File: config.mk
export PLATFORM = sky130hd
export DESIGN_NAME = iag_div
export DESIGN_NICKNAME = d
export VERILOG_FILES = /design/src/hdl/iag_pkg.sv /design/src/hdl/iag_div.sv
export SDC_FILE = /design/constraint.sdc
export NUM_CORES = 1
export LEC_CHECK = 0
export ABC_AREA = 1
export BUFFER_PORTS_ARGS = -buffer_cell sky130_fd_sc_hd__buf_4
export CORE_ASPECT_RATIO = 1.2
export CORE_MARGIN = 4
export CORE_UTILIZATION = 50
export DETAILED_ROUTE_END_ITERATION = 8
export GPL_TIMING_DRIVEN = 1
export HOLD_SLACK_MARGIN = 0.12
export PLACE_DENSITY = 0.73
export RECOVER_POWER = 50
export SETUP_SLACK_MARGIN = 0.05
export SYNTH_ARGS = -nofsm -noshare
export SYNTH_HDL_FRONTEND = slang
export SYNTH_SLANG_ARGS = --single-unit
File: constraint.sdc
create_clock -name clk -period 3.3 [get_ports clk]
set_clock_uncertainty 0.1 [all_clocks]
set_input_delay 0.66 -clock clk [delete_from_list [all_inputs] [get_ports clk]]
set_output_delay 0.66 -clock clk [all_outputs]
set_load 0.05 [all_outputs]
File: src/hdl/iag_pkg.sv
`default_nettype none
package iag_pkg;

  // Field and register widths
  localparam int PIX_W     = 8;
  localparam int CFG_W     = 13;
  localparam int CFG_IDX_W = 2;
  localparam int SUM_W     = 41;
  localparam int GSUM_W    = 40;
  localparam int MEAN_W    = 16;
  localparam int COUNT_W   = 24;
  localparam int VSQ_W     = 16;   // floor((dx^2 + dy^2) / 2) fits here

  // Register indexes
  localparam logic [CFG_IDX_W-1:0] REG_FRAME_WIDTH  = 2'd0;
  localparam logic [CFG_IDX_W-1:0] REG_FRAME_HEIGHT = 2'd1;

  // Handshake between the sequencer and a multi-cycle unit
  typedef struct packed {
    logic start;
    logic done;
  } iag_unit_ctl_t;

endpackage
`default_nettype wire

File: src/hdl/iag_div.sv
`default_nettype none
// Restoring divider, one quotient bit per cycle.
module iag_div import iag_pkg::*; #(
  parameter int DW = 24
) (
  input  wire logic             clk,
  input  wire logic             rst,
  input  wire logic             start,
  input  wire logic [SUM_W-1:0] dividend,
  input  wire logic [DW-1:0]    divisor,
  output logic                  done,
  output logic [SUM_W-1:0]      quotient
);

  localparam int CNT_W = $clog2(SUM_W + 1);

  logic [SUM_W-1:0] dvd;   // dividend shifts out, quotient shifts in
  logic [DW-1:0]    dvs;
  logic [DW-1:0]    rem;
  logic [CNT_W-1:0] cnt;
  logic             busy;

  logic [DW:0] rem_shift;
  logic        fits;

  always_comb begin
    rem_shift = {rem, dvd[SUM_W-1]};
    fits      = rem_shift >= {1'b0, dvs};
  end

  assign done     = busy && (cnt == CNT_W'(SUM_W - 1));
  assign quotient = dvd;

  always_ff @(posedge clk) begin
    if (rst) begin
      busy <= 1'b0;
      cnt  <= '0;
    end else if (start) begin
      busy <= 1'b1;
      cnt  <= '0;
    end else if (busy) begin
      busy <= !done;
      cnt  <= cnt + CNT_W'(1);
    end
  end

  always_ff @(posedge clk) begin
    if (start) begin
      dvd <= dividend;
      dvs <= divisor;
      rem <= '0;
    end else if (busy) begin
      if (fits) begin
        rem <= DW'(rem_shift - {1'b0, dvs});
        dvd <= {dvd[SUM_W-2:0], 1'b1};
      end else begin
        rem <= DW'(rem_shift);
        dvd <= {dvd[SUM_W-2:0], 1'b0};
      end
    end
  end

endmodule
`default_nettype wire

; Yosys cells after proc, flatten, opt, wreduce, memory -nomap -nowiden
; Index checks and enable logic that the tools add are counted.
[totals]
regBits = 96
latch_bits = 0
ramBits = 0
romBits = 0
input_bits = 68
out_inout_bits = 42
word_cells = 19
n_memories = 0
[classes]
addsub = 2
multipliers = 0
div = 0
order_cmp = 1
eq_ne = 1
shifts = 0
mux = 6
bitwise_logic = 0
reduce_logical = 4
[op_table]
columns = cell, n
row1 = $mux 41, 2
row2 = $ge 25x24->1, 1
row3 = $mux 24, 1
row4 = $sub 24x24->24, 1
row5 = $add 6x1->6 const B, 1
row6 = $eq 6x6->1 const B, 1
row7 = $mux 1, 3
row8 = $reduce_bool 2->1, 1
row9 = $reduce_or 2->1, 1
row10 = $logic_and 1x1->1, 1
row11 = $logic_not 1->1, 1

; Logic depth before layout (Yosys ltp)
[logic_depth]
ltp_word = 5
mapped_depth = 16
ltp_nobuf = 15

; Least setup slack after synthesis
; OpenSTA, ideal clock, no wires.
[synth_path]
path_type = input to register
start = input port start
end = register dvd[0] (netlist: quotient[0]), enable pin
t_arrival_ns = 2.418
required_time_ns = 2.778
path_slack_ns = 0.360
path_stages = 4
cell_sequence = clkbuf_1 > nor2_1 > inv_1 > clkbuf_1
[synth_between]
elab_chain_cells = 1
[synth_rtl]
columns = element, line
row1 = from (decl), iag_div.sv:8  ; input wire logic start,
row2 = $reduce_bool 2->1 (no source line), --
row3 = to (signal assigned), iag_div.sv:49  ; dvd <= dividend;
row4 = to (signal assigned), iag_div.sv:55  ; dvd <= {dvd[SUM_W-2:0], 1'b1};
row5 = to (signal assigned), iag_div.sv:58  ; dvd <= {dvd[SUM_W-2:0], 1'b0};
row6 = to (decl), iag_div.sv:17  ; logic [SUM_W-1:0] dvd;
; No other way between the ends.
; A chain may end at the register's enable or synchronous reset.

; Worst setup path after layout
[layout_path]
start = input port start
end = register dvd[40] (netlist: quotient[40]), enable pin
; Same word-level chain as after synthesis.

==> results_dict.tcl <==
set metrics [dict create \
    clkPwrFrac_pct 32.5 \
    cts.path.max_buffers 2 \
    cts_buffers 9 \
    synth_area_leaders "edfxtp_1 33%, nand2_1 21%, dfxtp_1 10%" \
    syn_area_mm2 0.00591 \
    synth_edf_count 65 \
    postCtsSetupBuffers 0 \
    synthMostInstantiatedCell "nand2_1" \
    synthesis.nets 902 \
    ant_nets 0 \
    synth-main-ff-cell "edfxtp_1" \
    grt_pass1_wl_um 23800 \
    hold_buffers 0 \
    grt_use_total_pct 21.6 \
    synth_top_area_share_pct 33.0 \
    slowest_stage "clkbuf_1" \
    yosysWarnings 0 \
    synthCells 807 \
    io_pins 110 \
    clock-root-buffer "clkbuf_16" \
    share_seq_of_total_power_pct 47.7 \
    drive_gt1_share_pct 17.5 \
    vias_per_cell 4.78 \
    hold_viol_final 0 \
    p_int_mw 2.09 \
    grt_pass1_vias 5074 \
    clock_sinks 96 \
    whs_endpoint "rem[11]$_SDFFE_PP0P_" \
    worstMarginPinSlew_ns 1.34 \
    maxSlewHeadroom_pct 10.4 \
    first_pass_iters 5 \
    grt_max_degree 51 \
    worstRegToRegCells 15 \
    rows 43 \
    nets 1009 \
    core-area_mm2 0.0116 \
    ys_ff_latch 96 \
    synthTopCellsByCount "332 x nand2_1, 135 x inv_1, 65 x edfxtp_1" \
    power.share.switching_pct 30.0 \
    initial_core_util_pct 51.1 \
    area_growth_pct 20.4 \
    setup_viol 0 \
    drv_slew 0 \
    die_area_mm2 0.0136 \
    r2r_end "rem[17]$_SDFFE_PP0P_" \
    die_x_um 107 \
    start_kind "primary input" \
    dp_hpwl_um 10600 \
    switchingPower_mw 0.893 \
    rsz0062_at_grt "no" \
    place_area_mm2 0.00687 \
    status "complete, no violations" \
    cts_tree "yes" \
    fmax_ghz 0.369 \
    worst-path-buf-inv 4 \
    die_h_um 127 \
    cp.depth 5 \
    path_common_cell "clkbuf_1" \
    hold_path.startpoint "rem[11]$_SDFFE_PP0P_" \
    r2r_slack_ns 0.93 \
    cpPeakStageDelay_ns 0.96 \
    totalWireLength_um 14000 \
    final_area_mm2 0.00712 \
    ir_drop_uv 255 \
    final.setup.tns_ns 0 \
    crit_arrival_ns 2.63 \
    grt_antenna_before_repair 0 \
    drt-initial-drc-count 263 \
    drc 0 \
    drt-wirelength-per-cell_um 13.0 \
    whs_ns 0.370 \
    clkLatencyLatePin_ns 0.34 \
    ys_seq_area_share_pct 43.5 \
    path_class "in2reg" \
    gp_congestion 0.958 \
    dr_total_vias 5148 \
    power_density_mw_per_mm2 419 \
    crit_path_end_kind "flop" \
    yosysTopAreaCell "edfxtp_1" \
    hold_path_depth 2 \
    fin_crit_sh_pct 82.0 \
    p_leak_nw 3.78 \
    cts.clk_slew.worst_paths_ns 0.07 \
    synth_cell_types 37 \
    crit_path_cell_trace "clkbuf_1 > nor2_1 > clkbuf_1 > inv_2 > buf_12" \
    rr_startpoint "dvs[16]$_DFFE_PP_" \
    critPathMaxFanout 50 \
    cts_max_level 3 \
    grt_overflow 0 \
    avgSynthCellArea_um2 7.33 \
    cap_violations 0 \
    cts_resized 0 \
    crit_required_ns 3.22 \
    synth-async-reset-ratio_pct 0 \
    cp_top_family "buffers and inverters" \
    comb_power_share_pct 19.8 \
    hp-class "reg2reg" \
    min_period_ns 2.71 \
    port_buffers 109 \
    antenna_cells 0 \
]
==> worst max path at each step <==
stage                                         to  slack, ns         startpoint
final                     quotient[40]$_DFFE_PP_       0.59              start
after global routing      quotient[10]$_DFFE_PP_       0.34              start
after CTS                    rem[4]$_SDFFE_PP0P_       0.89  dvs[16]$_DFFE_PP_
after detailed placement     rem[1]$_SDFFE_PP0P_       0.89  dvs[16]$_DFFE_PP_
after global placement       rem[8]$_SDFFE_PP0P_       0.94  dvs[16]$_DFFE_PP_
after floorplan            quotient[0]$_DFFE_PP_       0.36              start
==> per-stage QoR <==
stage          util (%)  power [mW]  instances  setup WS (ns)
6_report           61.6        2.98       1076          0.593
5_1_grt            61.6        3.12       1076          0.343
4_1_cts            61.8        3.02       1076          0.886
3_5_place_dp       59.4        2.05       1060          0.894
3_3_place_gp       59.4        2.04       1060          0.941
2_1_floorplan         -        1.83        807          0.360
==> registers in the layout, indices dropped and copies added (netlist names) <==
| signal | count |
|---|---|
| busy | 1 |
| quotient | 41 |
| cnt | 6 |
| dvs | 24 |
| rem | 24 |
==> power groups by stage <==
| stage | logic [mW] | clock network, mW | registers [mW] |
|---|---|---|---|
| after floorplan | 0.207 | 0 | 1.62 |
| after global placement | 0.597 | 0 | 1.45 |
| after detailed placement | 0.603 | 0 | 1.45 |
| after CTS | 0.602 | 0.998 | 1.42 |
| after global routing | 0.640 | 1.05 | 1.43 |
| final | 0.589 | 0.969 | 1.42 |
==> area by class of cell <==
cell class | count | area, µm²
clock buffers | 10 | 229
fillers | 1101 | 4450
multi-input cells | 552 | 2700
clock inverters | 6 | 45.0
inverters | 139 | 522
repair buffers | 116 | 861
well taps | 157 | 196
flip-flops and latches | 96 | 2570
==> layer usage <==
| metal | track usage, % | wire length [µm] | vias to the layer above |
|---|---|---|---|
| li1 | - | - | 2728 |
| met3 | 6.22 | 1070 | 17 |
| met5 | 0 | 0 | - |
| met2 | 36.0 | 6580 | 135 |
| met1 | 27.3 | 6110 | 2268 |
| met4 | 6.25 | 230 | 0 |
==> cell families (layout without fill, tap and decap cells) <==
group | after synthesis | after routing | synth area share [%]
buffers and inverters | 159 | 271 | 10.9
flip-flops | 96 | 96 | 43.5
AO/OA/AOI/OAI | 38 | 38 | 3.51
XOR/XNOR | 9 | 9 | 1.33
adder cells (fa/ha/maj) | 27 | 27 | 5.84
AND/OR/NAND/NOR | 478 | 478 | 34.9
==> worst min-delay path: cells and delay by family (launching register included) <==
kind,cells,cell delay [ns]
DFF,1,0.32
and+or+nand+nor,2,0.11
==> cells in the final DEF, fill, tap and decap left out, types with 8 or more instances in the layout <==
cell type	count
clkbuf_4	24
nand3_2	9
inv_1	134
nand3_1	60
o21ai_0	8
edfxtp_1	65
clkbuf_16	9
buf_4	85
a21oi_1	18
dfxtp_1	31
ha_1	26
nor2_1	36
nand2_1	332
nand2_2	12
(Power assumes the default switching activity.)
