### config.mk
export PLATFORM = sky130hd
export DESIGN_NAME = iag_sqrt
export DESIGN_NICKNAME = d
export VERILOG_FILES = /design/src/hdl/iag_pkg.sv /design/src/hdl/iag_sqrt.sv
export SDC_FILE = /design/constraint.sdc
export NUM_CORES = 1
export LEC_CHECK = 0
export BUFFER_PORTS_ARGS = -buffer_cell sky130_fd_sc_hd__buf_2
export CORE_MARGIN = 2
export CORE_UTILIZATION = 55
export CTS_BUF_LIST = sky130_fd_sc_hd__clkbuf_8
export CTS_CLUSTER_SIZE = 20
export DETAILED_ROUTE_END_ITERATION = 8
export PLACE_DENSITY = 0.72
export SLEW_MARGIN = 20
export SYNTH_ARGS = -nofsm -noshare
export SYNTH_HDL_FRONTEND = slang
export SYNTH_SLANG_ARGS = --single-unit
### constraint.sdc
create_clock -name clk -period 3.1 [get_ports clk]
set_clock_uncertainty 0.1 [all_clocks]
set_input_delay 0.62 -clock clk [delete_from_list [all_inputs] [get_ports clk]]
set_output_delay 0.62 -clock clk [all_outputs]
set_load 0.02 [all_outputs]
### src/hdl/iag_pkg.sv
`default_nettype none
package iag_pkg;

  // Field and register widths
  localparam int PIX_W     = 8;
  localparam int CFG_W     = 13;
  localparam int CFG_IDX_W = 2;
  localparam int SUM_W     = 41;
  localparam int GSUM_W    = 40;
  localparam int MEAN_W    = 16;
  localparam int COUNT_W   = 24;
  localparam int VSQ_W     = 16;   // floor((dx^2 + dy^2) / 2) fits here

  // Register indexes
  localparam logic [CFG_IDX_W-1:0] REG_FRAME_WIDTH  = 2'd0;
  localparam logic [CFG_IDX_W-1:0] REG_FRAME_HEIGHT = 2'd1;

  // Handshake between the sequencer and a multi-cycle unit
  typedef struct packed {
    logic start;
    logic done;
  } iag_unit_ctl_t;

endpackage
`default_nettype wire

### src/hdl/iag_sqrt.sv
`default_nettype none
// Digit-by-digit integer square root, one root bit per cycle.
module iag_sqrt import iag_pkg::*; #(
  parameter int RW = 16
) (
  input  wire logic            clk,
  input  wire logic            rst,
  input  wire logic            start,
  input  wire logic [2*RW-1:0] radicand,
  output logic                 done,
  output logic [RW-1:0]        root
);

  localparam int CNT_W = $clog2(RW + 1);

  logic [2*RW-1:0] rad;
  logic [RW+1:0]   rem;
  logic [RW-1:0]   res;
  logic [CNT_W-1:0] cnt;
  logic            busy;

  logic [RW+3:0] rem_shift;
  logic [RW+3:0] trial;
  logic          fits;

  // Bring down two radicand bits and try the next root bit
  always_comb begin
    rem_shift = {rem, rad[2*RW-1 -: 2]};
    trial     = (RW+4)'({res, 2'b01});
    fits      = rem_shift >= trial;
  end

  assign done = busy && (cnt == CNT_W'(RW - 1));
  assign root = res;

  always_ff @(posedge clk) begin
    if (rst) begin
      busy <= 1'b0;
      cnt  <= '0;
    end else if (start) begin
      busy <= 1'b1;
      cnt  <= '0;
    end else if (busy) begin
      busy <= !done;
      cnt  <= cnt + CNT_W'(1);
    end
  end

  always_ff @(posedge clk) begin
    if (start) begin
      rad <= radicand;
      rem <= '0;
      res <= '0;
    end else if (busy) begin
      rad <= rad << 2;
      if (fits) begin
        rem <= (RW+2)'(rem_shift - trial);
        res <= {res[RW-2:0], 1'b1};
      end else begin
        rem <= (RW+2)'(rem_shift);
        res <= {res[RW-2:0], 1'b0};
      end
    end
  end

endmodule
`default_nettype wire

# --- Yosys cells after proc, flatten, opt, wreduce, memory -nomap -nowiden ---
# Index checks and enable logic that the tools add are counted.
classes:
  n_addsub: 2
  magnitude_cmp: 1
  n_eq_ne: 1
  n_mux: 6
  n_reduce_logical: 4
ops:
  columns: ["operator", "n"]
  rows:
  - ["2-to-1 mux 32 bit", 2]
  - [">= comparator 20 x 18 -> 1 bit", 1]
  - ["2-to-1 mux 18 bit", 1]
  - ["subtractor 18 bit", 1]
  - ["adder 5 x 1 -> 5 bit (second input constant)", 1]
  - ["== test 5 x 4 -> 1 bit (second input constant)", 1]
  - ["2-to-1 mux 1 bit", 3]
  - ["nonzero test 2 bit", 1]
  - ["OR reduction 2 bit", 1]
  - ["logical AND 1 bit", 1]
  - ["logical NOT 1 bit", 1]
totals:
  register_bits: 72
  in_bits: 35
  out_inout_bits: 17
  wordCells: 19

# --- Longest topological paths before layout ---
depth:
  ltp_word: 5
  ltp_mapped: 10

# --- Worst setup path before layout ---
# OpenSTA, ideal clock, no wires.
synth_timing:
  path_kind: "register to register"
  from: "register res[3] (netlist: root[3])"
  to: "register rem[6]"
  arrival_time_ps: 2345
  required_ps: 2863
  setup_slack_ps: 518
  path_stages_with_launch: 11
  path_buffers: 2
  period_less_slack_ps: 2582
  path_cell_list: "dfxtp_1 > inv_1 > ha_1 > buf_6 > a211o_1 > a211o_1 > o21ai_4 > a31oi_4 > buf_2 > o41ai_2 > a31oi_1"
synth_via:
  elab_chain_cells: 2
  elab_cells_between_ends: 3
  cone_classes: "1 x add/sub; 1 x order compare; 1 x mux"
synth_rtl:
  columns: ["element", "line_no", "rtl"]
  rows:
  - ["from (decl)", "iag_sqrt.sv:18", "logic [RW-1:0] res;"]
  - ["from (signal assigned)", "iag_sqrt.sv:58", "res <= {res[RW-2:0], 1'b1};"]
  - ["from (signal assigned)", "iag_sqrt.sv:61", "res <= {res[RW-2:0], 1'b0};"]
  - ["subtractor 18 bit or >= comparator 20 x 18 -> 1 bit (tied branches)", "iag_sqrt.sv:57, iag_sqrt.sv:30", null]
  - ["2-to-1 mux 18 bit (*)", "iag_sqrt.sv:56", "if (fits) begin"]
  - ["to (signal assigned)", "iag_sqrt.sv:57", "rem <= (RW+2)'(rem_shift - trial);"]
  - ["to (signal assigned)", "iag_sqrt.sv:60", "rem <= (RW+2)'(rem_shift);"]
  - ["to (decl)", "iag_sqrt.sv:17", "logic [RW+1:0] rem;"]
# Every way passes the cells marked *; elsewhere a longest branch is shown, timed or not.
# A chain may end at the register's enable or synchronous reset.

# --- Worst setup path in the final report ---
layout_timing:
  from: "register res[11] (netlist: root[11])"
  to: "register rem[10]"
layout_via:
  elab_chain_cells: 2
layout_rtl:
  columns: ["element", "line_no", "rtl"]
  rows:
  - [">= comparator 20 x 18 -> 1 bit", "iag_sqrt.sv:30", "fits = rem_shift >= trial;"]
  - ["2-to-1 mux 18 bit", "iag_sqrt.sv:56", null]
# Every way passes these cells.

==> results.yml <==
worst_setup_path:
  cp-endpoint: "rem[10]"
  worstReg2RegStart: "root[11]"
  worstPathRequired_ps: 3240
  cp_data_arrival_time_ps: 2900
  crit_type: "flip-flop to flip-flop"
  rrSetupSlack_ps: 340
  timing.critical_path.buf_inv: 1
  worst_r2r_path_depth: 8
  cp-start-kind: "flip-flop"
  slowest_stage: "o21a_1"
  cp_slowest_stage_delay_ps: 450
  cp_max_fo: 13
  cp_common_cell: "a21oi_1"
  cp.depth: 8
  cpLargestDelayFamily: "compound AO/OA/AOI/OAI gates"
  path_cells: "inv_1 > ha_1 > a211oi_1 > o21bai_1 > a21oi_1 > o21a_1 > a21oi_1 > a221o_1"
  cp-startpoint: "root[11]"
  regToRegEndpoint: "rem[10]"
  cp-end-kind: "flip-flop"
routing:
  avgRoutedWirePerCell_um: 16.57
  vias_per_cell: 5.850
  ant_nets: 0
  wl_mm: 9.293
  drc: 0
  drtPass1Iterations: 5
  vias: 3282
  drt-initial-drc-count: 190
synth:
  yosys-top-cells-area: "edfxtp_1 (23%), dfxtp_1 (19%), mux2_2 (8.7%), ha_1 (6.1%), mux2i_1 (3.9%)"
  ys_ff_latch: 72
  synthesis.nets: 472
  syn_area_per_cell_um2: 9.911
  synth_top_area_frac: 0.2325
  ys_warn_count: 0
  netlist-cell-type-count: 58
  yosys.area.top_type: "edfxtp_1"
  async_flop_share: 0
  synth_edf_count: 32
  synth_cells: 417
  synth_area_um2: 4133
  synth_flop_cell: "dfxtp_1"
  ys_seq_area_frac: 0.4263
timing:
  min_period_ps: 2760
  rsz0062_at_grt: "false"
  min_period_over_period: 0.8903
  worstMarginPinSlew_ps: 541.5
  fin_hold_ws_ps: 391.5
  max_freq_mhz: 362.3
  setup_violations: 0
  maxSlewHeadroom: 0.6390
  hold_viol: 0
  tns_ps: 0
  drv_slew: 0
power_and_ir_drop:
  peakVddDrop_v: 0.0004910
  p_leak_nw: 1.883
  powerDensity_nw_per_um2: 947.2
floorplan:
  rows: 31
  ios: 52
  core_um2: 7253
  die_area_um2: 8224
  fp.dieH_um: 90.69
  die_x_um: 90.69
  initial_core_util: 0.5698
finish:
  fill_cells: 641
  drive_above_1_share: 0.2489
  antennaDiodeCount: 0
  regArea_um2: 1763
  syn_to_final_growth_pct: 12.93
  final_area_um2: 4667
  fin_nets: 512
  finalNonFillerCells: 561
  fin_util: 0.6434
  final_common_cell: "buf_2"
  mostFrequentLayoutCells: "buf_2 (51), nor2_1 (41), dfxtp_1 (39)"
  multi_input_area_um2: 2136
grt:
  grt_pass1_vias: 3158
  grt_start_max_net_pins: 45
  grt.total_usage: 0.2338
  antenna_found_initial: 0
  grt_pass1_wl_mm: 15.45
  gr-total-overflow: 0
placement:
  dpl.hpwl_mm: 6.697
  io_buffers: 51
  place_area_um2: 4424
  dp_cells: 545
  place_congestion: 0.8901
clock_network:
  htreeDepth: 3
  cts_tree: "done"
  insertion_delay_ps: 350
  cts.repair.resized: 0
  path_clk_slew_ps: 80
  cts.path.max_buffers: 2
  clock_sinks: 72
  cts_inserted_buffers: 9
  cts_hold_buf: 0
  post_cts_buffers: 0
  cts_root_buffer: "clkbuf_8"
job:
  drv_cap: 0
min_path:
  min_path_type: "flip-flop to flip-flop"
  whs_path_depth: 2
status:
  status: "finished clean"
logic make-up after synthesis:
| logic type | Yosys count | share of synthesized area |
|---|---|---|
| and+or+nand+nor | 111 | 0.1244 |
| AOI/OAI and AO/OA | 96 | 0.1741 |
| muxes | 48 | 0.1259 |
| adders and majority gates | 20 | 0.06055 |
| xor gates and xnor gates | 15 | 0.03179 |
| buffers and inverters | 55 | 0.05692 |
| DFF | 72 | 0.4263 |
layer usage:
metal,part of all wire,GRT usage,vias up
met5,0,0,-
met4,0.016,0.08077,0
met3,0.047,0.05676,15
met2,0.48,0.3756,97
met1,0.46,0.3084,1557
li1,-,-,1613
final cells by class:
| class | instances | area share |
|---|---|---|
| sequential | 72 | 0.3777 |
| tap | 99 | 0.02654 |
| clock inverter | 7 | 0.02547 |
| multi-input combinational | 290 | 0.4576 |
| clock buffer | 9 | 0.02654 |
| inverter | 27 | 0.02172 |
| timing repair buffer | 57 | 0.06434 |
stage by stage:
stage / setup WS (ps) / power, mW
2_1_floorplan: 517.9 / 3.019
3_3_place_gp: 426.8 / 3.448
3_5_place_dp: 402.8 / 3.474
4_1_cts: 379.0 / 4.380
5_1_grt: 126.1 / 4.680
6_report: 340.1 / 4.421
cells in the mapped netlist, types with 2 or more instances:
master	n
nor2_1	41
dfxtp_1	40
edfxtp_1	32
mux2_2	32
inv_1	27
nand2_1	21
a21oi_1	20
ha_1	20
nand3_1	17
mux2i_1	16
o21ai_0	13
nor3_1	11
a311oi_1	10
buf_2	9
clkbuf_1	9
xor2_1	8
a21o_1	7
xnor2_1	7
buf_1	6
a211oi_1	5
and2_1	4
nand4_1	4
o21a_1	4
o21ai_1	4
a211o_1	3
a221o_1	3
a31oi_1	3
and3_1	3
and4_1	2
buf_6	2
clkbuf_2	2
nand2b_1	2
o2111ai_1	2
o21bai_1	2
o31ai_1	2
or3_1	2
power by group:
part / switching, mW / internal [mW]
clock network: 0.363 / 0.535
logic: 1.41 / 0.881
registers: 0.104 / 1.13
state kept, by name, indices dropped and copies added (netlist names):
| name | count |
|---|---|
| cnt | 5 |
| root | 16 |
| rem | 18 |
| rad | 32 |
| busy | 1 |
worst reg2reg max path, cell delays in order (launching register included):
cell and delay, ps:
dfxtp_1 370, inv_1 60, ha_1 410, a211oi_1 270, o21bai_1 170, a21oi_1 270, o21a_1 450, a21oi_1 220
a221o_1 330
how the worst min path moves through the flow:
stage / start / slack [ps] / endpoint
after CTS: rst / 400 / busy
after detailed placement: rem[17] / 380 / rem[17]
after global placement: rem[17] / 370 / rem[17]
final: cnt[4] / 390 / cnt[4]
after floorplan: cnt[4] / 360 / cnt[4]
after global routing: rst / 410 / busy
Power figures use the tool's default switching activity.
